<file path="config.mk">
export PLATFORM = sky130hd
export DESIGN_NAME = ir_byte_frame_transceiver_top
export DESIGN_NICKNAME = d
export VERILOG_FILES = /design/src/hdl/irbft_pkg.sv /design/src/hdl/irbft_tx.sv /design/src/hdl/irbft_rx.sv /design/src/hdl/ir_byte_frame_transceiver_top.sv
export SDC_FILE = /design/constraint.sdc
export NUM_CORES = 1
export LEC_CHECK = 0
export ABC_AREA = 1
export BUFFER_PORTS_ARGS = -buffer_cell sky130_fd_sc_hd__buf_4
export CAP_MARGIN = 25
export CORE_UTILIZATION = 61
export CTS_BUF_LIST = sky130_fd_sc_hd__clkbuf_8
export DETAILED_ROUTE_END_ITERATION = 10
export HOLD_SLACK_MARGIN = 0.02
export PLACE_DENSITY = 0.92
export SLEW_MARGIN = 10
export SYNTH_ARGS = -nofsm -noshare
export SYNTH_HDL_FRONTEND = slang
export SYNTH_SLANG_ARGS = --single-unit
</file>
<file path="constraint.sdc">
create_clock -name clock -period 4.9 [get_ports clock]
set_input_delay 1.225 -clock clock [delete_from_list [all_inputs] [get_ports clock]]
set_output_delay 1.225 -clock clock [all_outputs]
set_load 0.02 [all_outputs]
</file>
<file path="src/hdl/irbft_pkg.sv">
// shared constants and types for the infrared byte frame transceiver
package irbft_pkg;

   localparam int FRAME_STEPS = 18;
   localparam int POS_W = 5;
   localparam int BYTE_W = 8;
   localparam int WORD_W = 2 * BYTE_W;

   localparam logic [POS_W-1:0] POS_START = '0;
   localparam logic [POS_W-1:0] POS_STOP = POS_W'(FRAME_STEPS - 1);
   localparam logic [POS_W-1:0] POS_IDLE = POS_W'(FRAME_STEPS);
   localparam logic [POS_W-1:0] POS_INV_FIRST = POS_W'(1);
   localparam logic [POS_W-1:0] POS_INV_LAST = POS_W'(BYTE_W);
   localparam logic [POS_W-1:0] POS_DATA_LAST = POS_W'(WORD_W);

   localparam logic [BYTE_W-1:0] BIT_PERIOD_RESET = 8'd76;
   localparam logic [BYTE_W-1:0] BYTE_ALL_ONES = 8'hFF;

   localparam logic ACTION_TICK = 1'b0;
   localparam logic ACTION_SEND = 1'b1;

   // per-item control from the tick divider to both units
   typedef struct packed {
      logic step;
      logic send;
   } ctl_type;

   typedef struct packed {
      logic carrier_on;
      logic busy;
   } tx_status_type;

   typedef struct packed {
      logic accepted;
      logic [BYTE_W-1:0] held_byte;
   } rx_status_type;

endpackage

</file>
<file path="src/hdl/irbft_tx.sv">
// transmit frame sequencer: gates the carrier through the 18 bit steps
module irbft_tx
   import irbft_pkg::*;
(
   input  logic clock,
   input  logic reset,
   input  ctl_type ctl,
   input  logic [BYTE_W-1:0] tx_value,
   output tx_status_type status
);

   logic [WORD_W-1:0] word_ff, word_in;
   logic [POS_W-1:0] pos_ff, pos_in;
   logic carrier_ff, carrier_in;
   logic [POS_W-1:0] pos_m1;

   assign pos_m1 = pos_ff - POS_W'(1);

   always_comb begin
      word_in = word_ff;
      pos_in = pos_ff;
      carrier_in = carrier_ff;
      if (ctl.send) begin
         word_in = {tx_value, ~tx_value};
         pos_in = POS_START;
      end else if (ctl.step) begin
         if (pos_ff < POS_IDLE && word_ff != '0) begin
            if (pos_ff == POS_START || pos_ff == POS_STOP) begin
               carrier_in = 1'b1;
            end else begin
               carrier_in = word_ff[pos_m1[3:0]];
            end
            pos_in = pos_ff + POS_W'(1);
         end else if (pos_ff >= POS_IDLE) begin
            carrier_in = 1'b0;
         end
      end
   end

   always_ff @(posedge clock) begin
      if (reset) begin
         word_ff <= '0;
         pos_ff <= POS_IDLE;
         carrier_ff <= 1'b0;
      end else begin
         word_ff <= word_in;
         pos_ff <= pos_in;
         carrier_ff <= carrier_in;
      end
   end

   // status reflects the state after this item
   assign status.carrier_on = carrier_in;
   assign status.busy = (pos_in < POS_IDLE);

endmodule

</file>
<file path="src/hdl/irbft_rx.sv">
// receive frame sequencer: shifts in both bytes and checks the stop mark
module irbft_rx
   import irbft_pkg::*;
(
   input  logic clock,
   input  logic reset,
   input  ctl_type ctl,
   input  logic mark,
   output rx_status_type status
);

   logic [POS_W-1:0] pos_ff, pos_in;
   logic [BYTE_W-1:0] inv_ff, inv_in;
   logic [BYTE_W-1:0] data_ff, data_in;
   logic [BYTE_W-1:0] held_ff, held_in;
   logic accepted;
   logic [POS_W-1:0] pos_m1;

   // inverted bits sit at positions 1..8, data at 9..16: low 3 bits of pos-1 index both
   assign pos_m1 = pos_ff - POS_W'(1);

   always_comb begin
      pos_in = pos_ff;
      inv_in = inv_ff;
      data_in = data_ff;
      held_in = held_ff;
      accepted = 1'b0;
      if (ctl.step) begin
         if (pos_ff == POS_START) begin
            if (mark) begin
               pos_in = POS_INV_FIRST;
               inv_in = '0;
               data_in = '0;
            end
         end else if (pos_ff inside {[POS_INV_FIRST:POS_INV_LAST]}) begin
            inv_in[pos_m1[2:0]] = inv_ff[pos_m1[2:0]] | mark;
            pos_in = pos_ff + POS_W'(1);
         end else if (pos_ff <= POS_DATA_LAST) begin
            data_in[pos_m1[2:0]] = data_ff[pos_m1[2:0]] | mark;
            pos_in = pos_ff + POS_W'(1);
         end else begin
            pos_in = POS_START;
            if (pos_ff == POS_STOP && mark && data_ff == ~inv_ff &&
                data_ff != BYTE_ALL_ONES) begin
               held_in = data_ff;
               accepted = 1'b1;
            end
         end
      end
   end

   always_ff @(posedge clock) begin
      if (reset) begin
         pos_ff <= POS_START;
         inv_ff <= '0;
         data_ff <= '0;
         held_ff <= '0;
      end else begin
         pos_ff <= pos_in;
         inv_ff <= inv_in;
         data_ff <= data_in;
         held_ff <= held_in;
      end
   end

   assign status.accepted = accepted;
   assign status.held_byte = held_in;

endmodule

</file>
<file path="src/hdl/ir_byte_frame_transceiver_top.sv">
// top level: tick divider, transmit and receive units, result register
// The divider and both frame units update their state from each accepted item
// and the result is captured in a single output register,
// so an item is taken every cycle unless that register is full and stalled.
// A bit step occurs on a tick item when the tick count equals bit_period
// (the first one bit_period+1 ticks after reset); a send item restarts the
// transmit frame without counting a tick. csr writes are registered before they take effect.
module ir_byte_frame_transceiver_top
   import irbft_pkg::*;
(
   input  logic clock,
   input  logic reset,
   input  logic csr_wr_en,
   input  logic [BYTE_W-1:0] csr_wr_data,
   input  logic req_valid,
   output logic req_stall,
   input  logic req_action,
   input  logic req_rx_line_low,
   input  logic [BYTE_W-1:0] req_tx_value,
   output logic rsp_valid,
   input  logic rsp_stall,
   output logic rsp_carrier_enable,
   output logic rsp_rx_valid,
   output logic [BYTE_W-1:0] rsp_rx_byte,
   output logic rsp_tx_busy
);

   logic [BYTE_W-1:0] period_ff, period_in;
   logic [BYTE_W-1:0] tick_ff, tick_in;
   logic rsp_valid_ff, rsp_valid_in;
   logic carrier_ff, rx_valid_ff, tx_busy_ff;
   logic [BYTE_W-1:0] rx_byte_ff;
   logic accept;
   ctl_type ctl;
   tx_status_type tx_status;
   rx_status_type rx_status;

   assign req_stall = rsp_valid_ff & rsp_stall;
   assign accept = req_valid & ~req_stall;

   assign ctl.send = accept && req_action == ACTION_SEND;
   assign ctl.step = accept && req_action == ACTION_TICK && tick_ff == period_ff;

   always_comb begin
      tick_in = tick_ff;
      if (accept && req_action == ACTION_TICK) begin
         tick_in = ctl.step ? BYTE_W'(1) : tick_ff + BYTE_W'(1);
      end
   end

   assign period_in = csr_wr_en ? csr_wr_data : period_ff;
   assign rsp_valid_in = accept | (rsp_valid_ff & rsp_stall);

   irbft_tx u_tx (
      .clock(clock),
      .reset(reset),
      .ctl(ctl),
      .tx_value(req_tx_value),
      .status(tx_status)
   );

   irbft_rx u_rx (
      .clock(clock),
      .reset(reset),
      .ctl(ctl),
      .mark(req_rx_line_low),
      .status(rx_status)
   );

   always_ff @(posedge clock) begin
      if (reset) begin
         period_ff <= BIT_PERIOD_RESET;
         tick_ff <= '0;
         rsp_valid_ff <= 1'b0;
      end else begin
         period_ff <= period_in;
         tick_ff <= tick_in;
         rsp_valid_ff <= rsp_valid_in;
      end
   end

   always_ff @(posedge clock) begin
      if (accept) begin
         carrier_ff <= tx_status.carrier_on;
         rx_valid_ff <= rx_status.accepted;
         rx_byte_ff <= rx_status.held_byte;
         tx_busy_ff <= tx_status.busy;
      end
   end

   assign rsp_valid = rsp_valid_ff;
   assign rsp_carrier_enable = carrier_ff;
   assign rsp_rx_valid = rx_valid_ff;
   assign rsp_rx_byte = rx_byte_ff;
   assign rsp_tx_busy = tx_busy_ff;

`ifndef SYNTH
   a_accept_loads: assert property (@(posedge clock) disable iff (reset)
      accept |=> rsp_valid_ff)
      else $error("accepted item produced no result");

   a_no_stall_when_empty: assert property (@(posedge clock) disable iff (reset)
      !rsp_valid_ff |-> !req_stall)
      else $error("input stalled with empty result register");

   a_rx_byte_checked: assert property (@(posedge clock) disable iff (reset)
      (rsp_valid_ff && rx_valid_ff) |-> (rx_byte_ff != BYTE_ALL_ONES))
      else $error("received byte of all ones flagged valid");

   a_send_busy: assert property (@(posedge clock) disable iff (reset)
      ctl.send |=> tx_busy_ff)
      else $error("send item did not report transmitter busy");
`endif

endmodule

</file>
Yosys cells after proc, flatten, opt, wreduce, memory -nomap -nowiden --
Index checks and enable logic that the tools add are counted.
Storage, ports and cells: register bits 79, input bits 23, output and inout bits 13, logic and storage cells 99
Operators by class: add/sub/neg operators 5, order comparisons 9, eq/ne operators 7, multiplexer cells 35, bitwise operators 10, reductions and logical operators 19
Operator list (number):
- two-way mux 8 bit | 12
- two-way mux 5 bit | 7
- bitwise mux 8 bit | 2
- == test 8 bit | 2
- NOT 8 bit | 2
- nonzero test 16 bit | 1
- adder 5 x 1 -> 5 bit, second input constant | 2
- == test 5 bit, second input constant | 2
- zero test 5 bit | 2
- < comparator 5 bit, second input constant | 2
- two-way mux 1 bit | 10
- logical AND 1 bit | 9
- adder 8 x 1 -> 8 bit, second input constant | 1
- != test 8 bit, second input constant | 1
- binary-select mux 1 bit (select 3 bit) | 2
- >= comparator 5 x 1 -> 1 bit, second input constant | 1
- >= comparator 5 bit, second input constant | 1
- less-or-equal comparator 5 x 4 -> 1 bit, second input constant | 1
- less-or-equal comparator 5 bit, second input constant | 1
- < comparator 4 x 5 -> 1 bit, second input constant | 1
- binary-select mux 1 bit (select 4 bit) | 1
- < comparator 3 x 4 -> 1 bit, second input constant | 1
- AND reduction 4 bit | 1
- nonzero test 2 bit | 2
- other kinds (13) | 18

Depth between registers and ports, before layout --
word-level depth 9, mapped depth 14

Hierarchy --
A second synthesis with hierarchy kept.
Unflattened totals: cells, all modules 609, area total of the unflattened synthesis 4355.4 sq um
Modules (own cells, without submodules):
- irbft_rx | instances 1, cells each 290, area an instance 1900.6 sq um, sequential area each 580.6 sq um
- irbft_tx | instances 1, cells each 188, area an instance 1273.7 sq um, sequential area each 440.4 sq um
- ir_byte_frame_transceiver_top | instances 1, cells each 131, area an instance 1181.1 sq um, sequential area each 670.6 sq um

Worst setup path after synthesis --
OpenSTA, ideal clock, no wires.
path type input -> register, start point input port rsp_stall, end point register tx_busy_ff, in the netlist rsp_tx_busy (data pin), setup time 0.130 ns, arrival 2.613 ns, data required time 4.770 ns, path slack 2.157 ns, stages on the path 8, cells stage by stage nand2_2 > inv_2 > nor2_1 > nand2_1 > clkbuf_1 > nand3_1 > nand3_1 > nand2_1
RTL lines:
- from (decl) | RTL line ir_byte_frame_transceiver_top.sv:21 | input logic rsp_stall,
- to (signal assigned) | RTL line ir_byte_frame_transceiver_top.sv:87 | tx_busy_ff <= tx_status.busy;
- to (decl) | RTL line ir_byte_frame_transceiver_top.sv:31 | logic carrier_ff, rx_valid_ff, tx_busy_ff;

Final worst setup path --
start point register u_rx.pos_ff[0], end point register u_rx.data_ff[7]
On the way: longest elaborated chain between the ends 9, elaborated cells between the ends (all ways) 22, classes of those cells add/sub (1); order compare (5); eq/ne (2); mux (8); bitwise (1); reduce/logical (5)
RTL lines:
- from (decl) | RTL line irbft_rx.sv:12 | logic [POS_W-1:0] pos_ff, pos_in;
- from (signal assigned) | RTL line irbft_rx.sv:59 | pos_ff <= pos_in;
- subtractor 3 x 1 -> 3 bit | RTL line irbft_rx.sv:20 | assign pos_m1 = pos_ff - POS_W'(1);
- < comparator 3 x 4 -> 1 bit (implied by the code) or >= comparator 3 x 1 -> 1 bit (tied branches) | RTL line irbft_rx.sv:39 | data_in[pos_m1[2:0]] = data_ff[pos_m1[2:0]] | mark;
- logical AND 1 bit (implied by the code) | RTL line irbft_rx.sv:39
- two-way mux 1 bit (implied by the code) | RTL line irbft_rx.sv:39
- demux 1 bit (select 3 bit)
- bitwise mux 8 bit | RTL line irbft_rx.sv:39
- two-way mux 8 bit | RTL line irbft_rx.sv:38 | end else if (pos_ff <= POS_DATA_LAST) begin
- two-way mux 8 bit | RTL line irbft_rx.sv:35 | end else if (pos_ff inside {[POS_INV_FIRST:POS_INV_LAST]}) begin
- two-way mux 8 bit | RTL line irbft_rx.sv:29 | if (pos_ff == POS_START) begin
- to (signal assigned) | RTL line irbft_rx.sv:61 | data_ff <= data_in;
- to (decl) | RTL line irbft_rx.sv:14 | logic [BYTE_W-1:0] data_ff, data_in;
Several ways; a longest one is shown, not always the timed one. The select of a mux whose other input is x is not followed. A chain may end at the register's enable or synchronous reset.

==> impl_summary.txt <==
----------------------------------------------------
[Place]
  Placed instance count ... 803
  DP Area ... 4940 um^2
  Last weighted congestion value of the routability-driven placer ... 0.910
  Number of I/O port buffers ... 35
  Post-detailed-placement half-perimeter wirelength ... 8070 um
  Dpl ws ... 1.62 ns

[Clock tree]
  H-tree depth ... 3
  Cts repair resizes ... 0
  Clock latency of the later-clocked register in the worst-skew pair ... 0.36 ns
  Clk root buf ... sky130_fd_sc_hd__clkbuf_8
  Number of sinks handled by clock tree synthesis ... 79
  Clock tree from TritonCTS ... built
  Number of CTS-inserted buffers ... 9
  Clk buf depth ... 2
  Post-CTS clock slew at the launch and capture registers of the worst setup and hold paths ... 0.08 ns
  Number of hold-repair buffers added at the cts stage ... 0
  Setup Fix Bufs, Post-CTS ... 0

[Min path]
  Critical hold path startpoint ... period_ff[7]
  Type of the worst min-delay path ... reg2reg
  Hold path depth ... 2
  End point of the worst hold path ... period_ff[7]

[Worst setup path]
  Largest fanout of any net on the critical path ... 20
  Startpoint types ... flip-flop
  Reg-to-reg setup timing slack ... 1.77 ns
  Required time at the worst-slack endpoint ... 5.12 ns
  Origin of the critical flop-to-flop path ... u_rx.pos_ff[0]
  Number of cells on the worst reg-to-reg path ... 11
  Reg-to-reg critical path endpoint ... u_rx.data_ff[7]
  Endpoint type of the worst setup path ... flip-flop
  Signal arrival time at the worst endpoint ... 3.35 ns
  Category of the critical setup timing path ... reg2reg

[Layout]
  Filler cells ... 609
  Number of cells in the finished layout apart from fillers ... 819
  Area of combinational cells with multiple inputs ... 2480 um^2
  Fraction of final layout cells with drive strength greater than 1 ... 11.7%
  Post-layout nets ... 748
  Post-layout instance area ... 5140 um^2
  Area added between synthesis and finish ... 10.2%
  Diodes inserted ... 0
  Area taken by flip-flops and latches ... 1690 um^2

[Power and ir drop]
  Cell-internal power ... 962 uW
  Sw Pwr ... 348 uW
  Static Leakage ... 2.23 nW
  Combinational power share ... 10.3%
  Portion of total power attributed to sequential cells ... 52.6%
  Switching part of the total ... 26.6%
  Relative contribution of the clock network to total power ... 37.2%
  Pwr per Cell Area ... 255 nW/um^2
  Worst voltage drop across the vdd grid ... 115 uV

[Global route]
  Via count of the first global-routing pass ... 4,159
  Total global routing track utilization ... 30.4%
  Antenna violations before repair ... 0
  Global-route wire length before repair ... 18,600 um
  Largest net degree at the start of global routing ... 43
  Overall overflow remaining after global route ... 0

[Route]
  Drc violations ... 0
  Total via count in the routed design ... 4,506
  Initial drt markers ... 302
  Post-route antenna net violation count ... 0
  First-pass iteration count of the detailed router ... 5
  Routed WL ... 11,200 um
  Final routed wire length divided by cell count ... 13.6 um
  Detailed-route vias per instance ... 5.50

[STA]
  Maximum operating frequency ... 320 MHz
  Worst setup slack after layout ... 1.77 ns
  Final worst clock skew ... 0.0155 ns
  Slew at the pin closest to its max-slew limit ... 0.829 ns
  Post-layout minimum cycle time ... 3.13 ns
  Max transition margin ... 44.5%
  Crit share post-route ... 63.8%
  Max-slew violation count ... 0
  Final Hold Violating Endpoints ... 0
  RSZ-0062 raised after global routing ... false
  Accumulated negative setup slack ... 0 ns
  # setup viols final ... 0

[Synthesis]
  Post-synthesis sequential element count ... 79
  Post-Syn Area ... 4660 um^2
  Dominant cell type by area after synthesis ... sky130_fd_sc_hd__dfxtp_1
  Sequential area share after synthesis ... 36.3%
  Most instantiated flip-flop cell in the synthesis netlist ... sky130_fd_sc_hd__dfxtp_1
  Count of flip-flops with a built-in enable after synthesis ... 11
  Number of warnings issued by yosys ... 0
  Post-synth top area share ... 29.2%
  Main area contributors after synthesis ... sky130_fd_sc_hd__dfxtp_1 (29%), sky130_fd_sc_hd__nand2_1 (16%), sky130_fd_sc_hd__edfxtp_1 (7.1%)
  Number of library cell types mapped by synthesis ... 43
  Mean instance size in the synthesized netlist ... 6.76 um^2
  Async set-or-reset flop fraction in the synthesized netlist ... 0%
  Net Count, Synth ... 723
  Synth Instances ... 690

[Status]
  Run status ... finished clean

[Floorplanning]
  Overall die width ... 89.4 um
  Area of the die ... 8000 um^2
  Io pins ... 36
  Y dimension of the die ... 89.4 um
  Placement Rows ... 31
  Effective utilization at floorplan ... 63.6%
  Core region area ... 7330 um^2

[Job]
  Count of maximum capacitance violations ... 0

----------------------------------------------------
==> cell families after synthesis <==
kind of cell    synth area share (%)
flops                           36.3
buf+inv                         10.5
xor+xnor                        2.25
compound gates                  10.9
simple gates                    37.4
fa+ha+maj                       2.68
==> worst max-delay path, stage by stage (launching register included) <==
cell	delay, ns
sky130_fd_sc_hd__dfxtp_1	0.79
sky130_fd_sc_hd__inv_1	0.43
sky130_fd_sc_hd__ha_1	0.66
sky130_fd_sc_hd__inv_1	0.26
sky130_fd_sc_hd__nand2_1	0.12
sky130_fd_sc_hd__nand2_1	0.09
sky130_fd_sc_hd__nand2_1	0.07
sky130_fd_sc_hd__nand3_1	0.25
sky130_fd_sc_hd__nand2_1	0.13
sky130_fd_sc_hd__inv_1	0.04
sky130_fd_sc_hd__nand2_1	0.07
sky130_fd_sc_hd__a21oi_1	0.07
==> flip-flops by register name, summed over array words and instances (netlist names) <==
| signal | flops |
|---|---|
| rsp_carrier_enable | 1 |
| tick_ff | 8 |
| u_rx.data_ff | 8 |
| rsp_rx_valid | 1 |
| rsp_rx_byte | 8 |
| u_rx.inv_ff | 8 |
| u_rx.held_ff | 8 |
| u_tx.word_ff | 16 |
| period_ff | 8 |
| u_rx.pos_ff | 5 |
| u_tx.carrier_ff | 1 |
| u_tx.pos_ff | 5 |
| rsp_valid | 1 |
| rsp_tx_busy | 1 |
==> per-layer routing <==
metal	vias to the layer above	GRT usage [%]	routed length [um]
met4	0	10.8	206
met1	2019	39.2	4890
met3	26	5.26	763
met2	196	51.1	5310
li1	2265	-	-
met5	-	0	0
==> worst max path at each step <==
stage | from | end | slack [ns]
floorplan | rsp_stall | rsp_tx_busy | 2.16
global placement | rsp_stall | rsp_tx_busy | 1.71
detailed placement | rsp_stall | rsp_tx_busy | 1.62
CTS | u_rx.pos_ff[0] | u_rx.data_ff[7] | 1.87
global route | u_rx.pos_ff[0] | u_rx.data_ff[7] | 1.59
finish | u_rx.pos_ff[0] | u_rx.data_ff[7] | 1.77
==> power by group through the flow <==
stage / sequential (mW) / clock (mW) / combinational [mW]
after CTS: 0.688 / 0.489 / 0.134
after global routing: 0.691 / 0.519 / 0.150
after floorplan: 0.706 / 0 / 0.0839
final: 0.688 / 0.487 / 0.135
after global placement: 0.702 / 0 / 0.129
after detailed placement: 0.703 / 0 / 0.133
==> cell type report <==
type	count	share of cell area, %
clock buffers	9	2.41
inverters	98	7.28
multi-input cells	491	48.3
clock inverters	7	1.44
well taps	99	2.41
repair buffers	36	5.26
flip-flops and latches	79	32.9
==> cell usage in the layout (no fill, tap or decap), drive strengths merged, types with 9 or more instances in the layout <==
cell type / count
a21oi: 38
buf: 36
clkbuf: 9
dfxtp: 68
edfxtp: 11
ha: 10
inv: 98
nand2: 208
nand3: 57
nand4: 18
nor2: 74
nor3: 13
o21ai: 37
==> cell usage after synthesis (all sizes together) (4+ instances only) <==
cell    number
a211oi       8
a21oi       38
buf         10
clkbuf      12
dfxtp       68
edfxtp      11
ha          10
inv         96
nand2      208
nand3       57
nand4       18
nor2        74
nor3        13
o211ai       4
o21ai       37
xnor2        6
xor2         6
==> through the flow <==
| step | hold slack [ns] | total power [mW] | utilization (%) |
|---|---|---|---|
| 2_1_floorplan | 0.448 | 0.790 | - |
| 3_3_place_gp | 0.463 | 0.831 | 67.4 |
| 3_5_place_dp | 0.470 | 0.836 | 67.4 |
| 4_1_cts | 0.484 | 1.31 | 70.1 |
| 5_1_grt | 0.510 | 1.36 | 70.1 |
| 6_report | 0.480 | 1.31 | 70.1 |
Power figures use the tool's default switching activity.
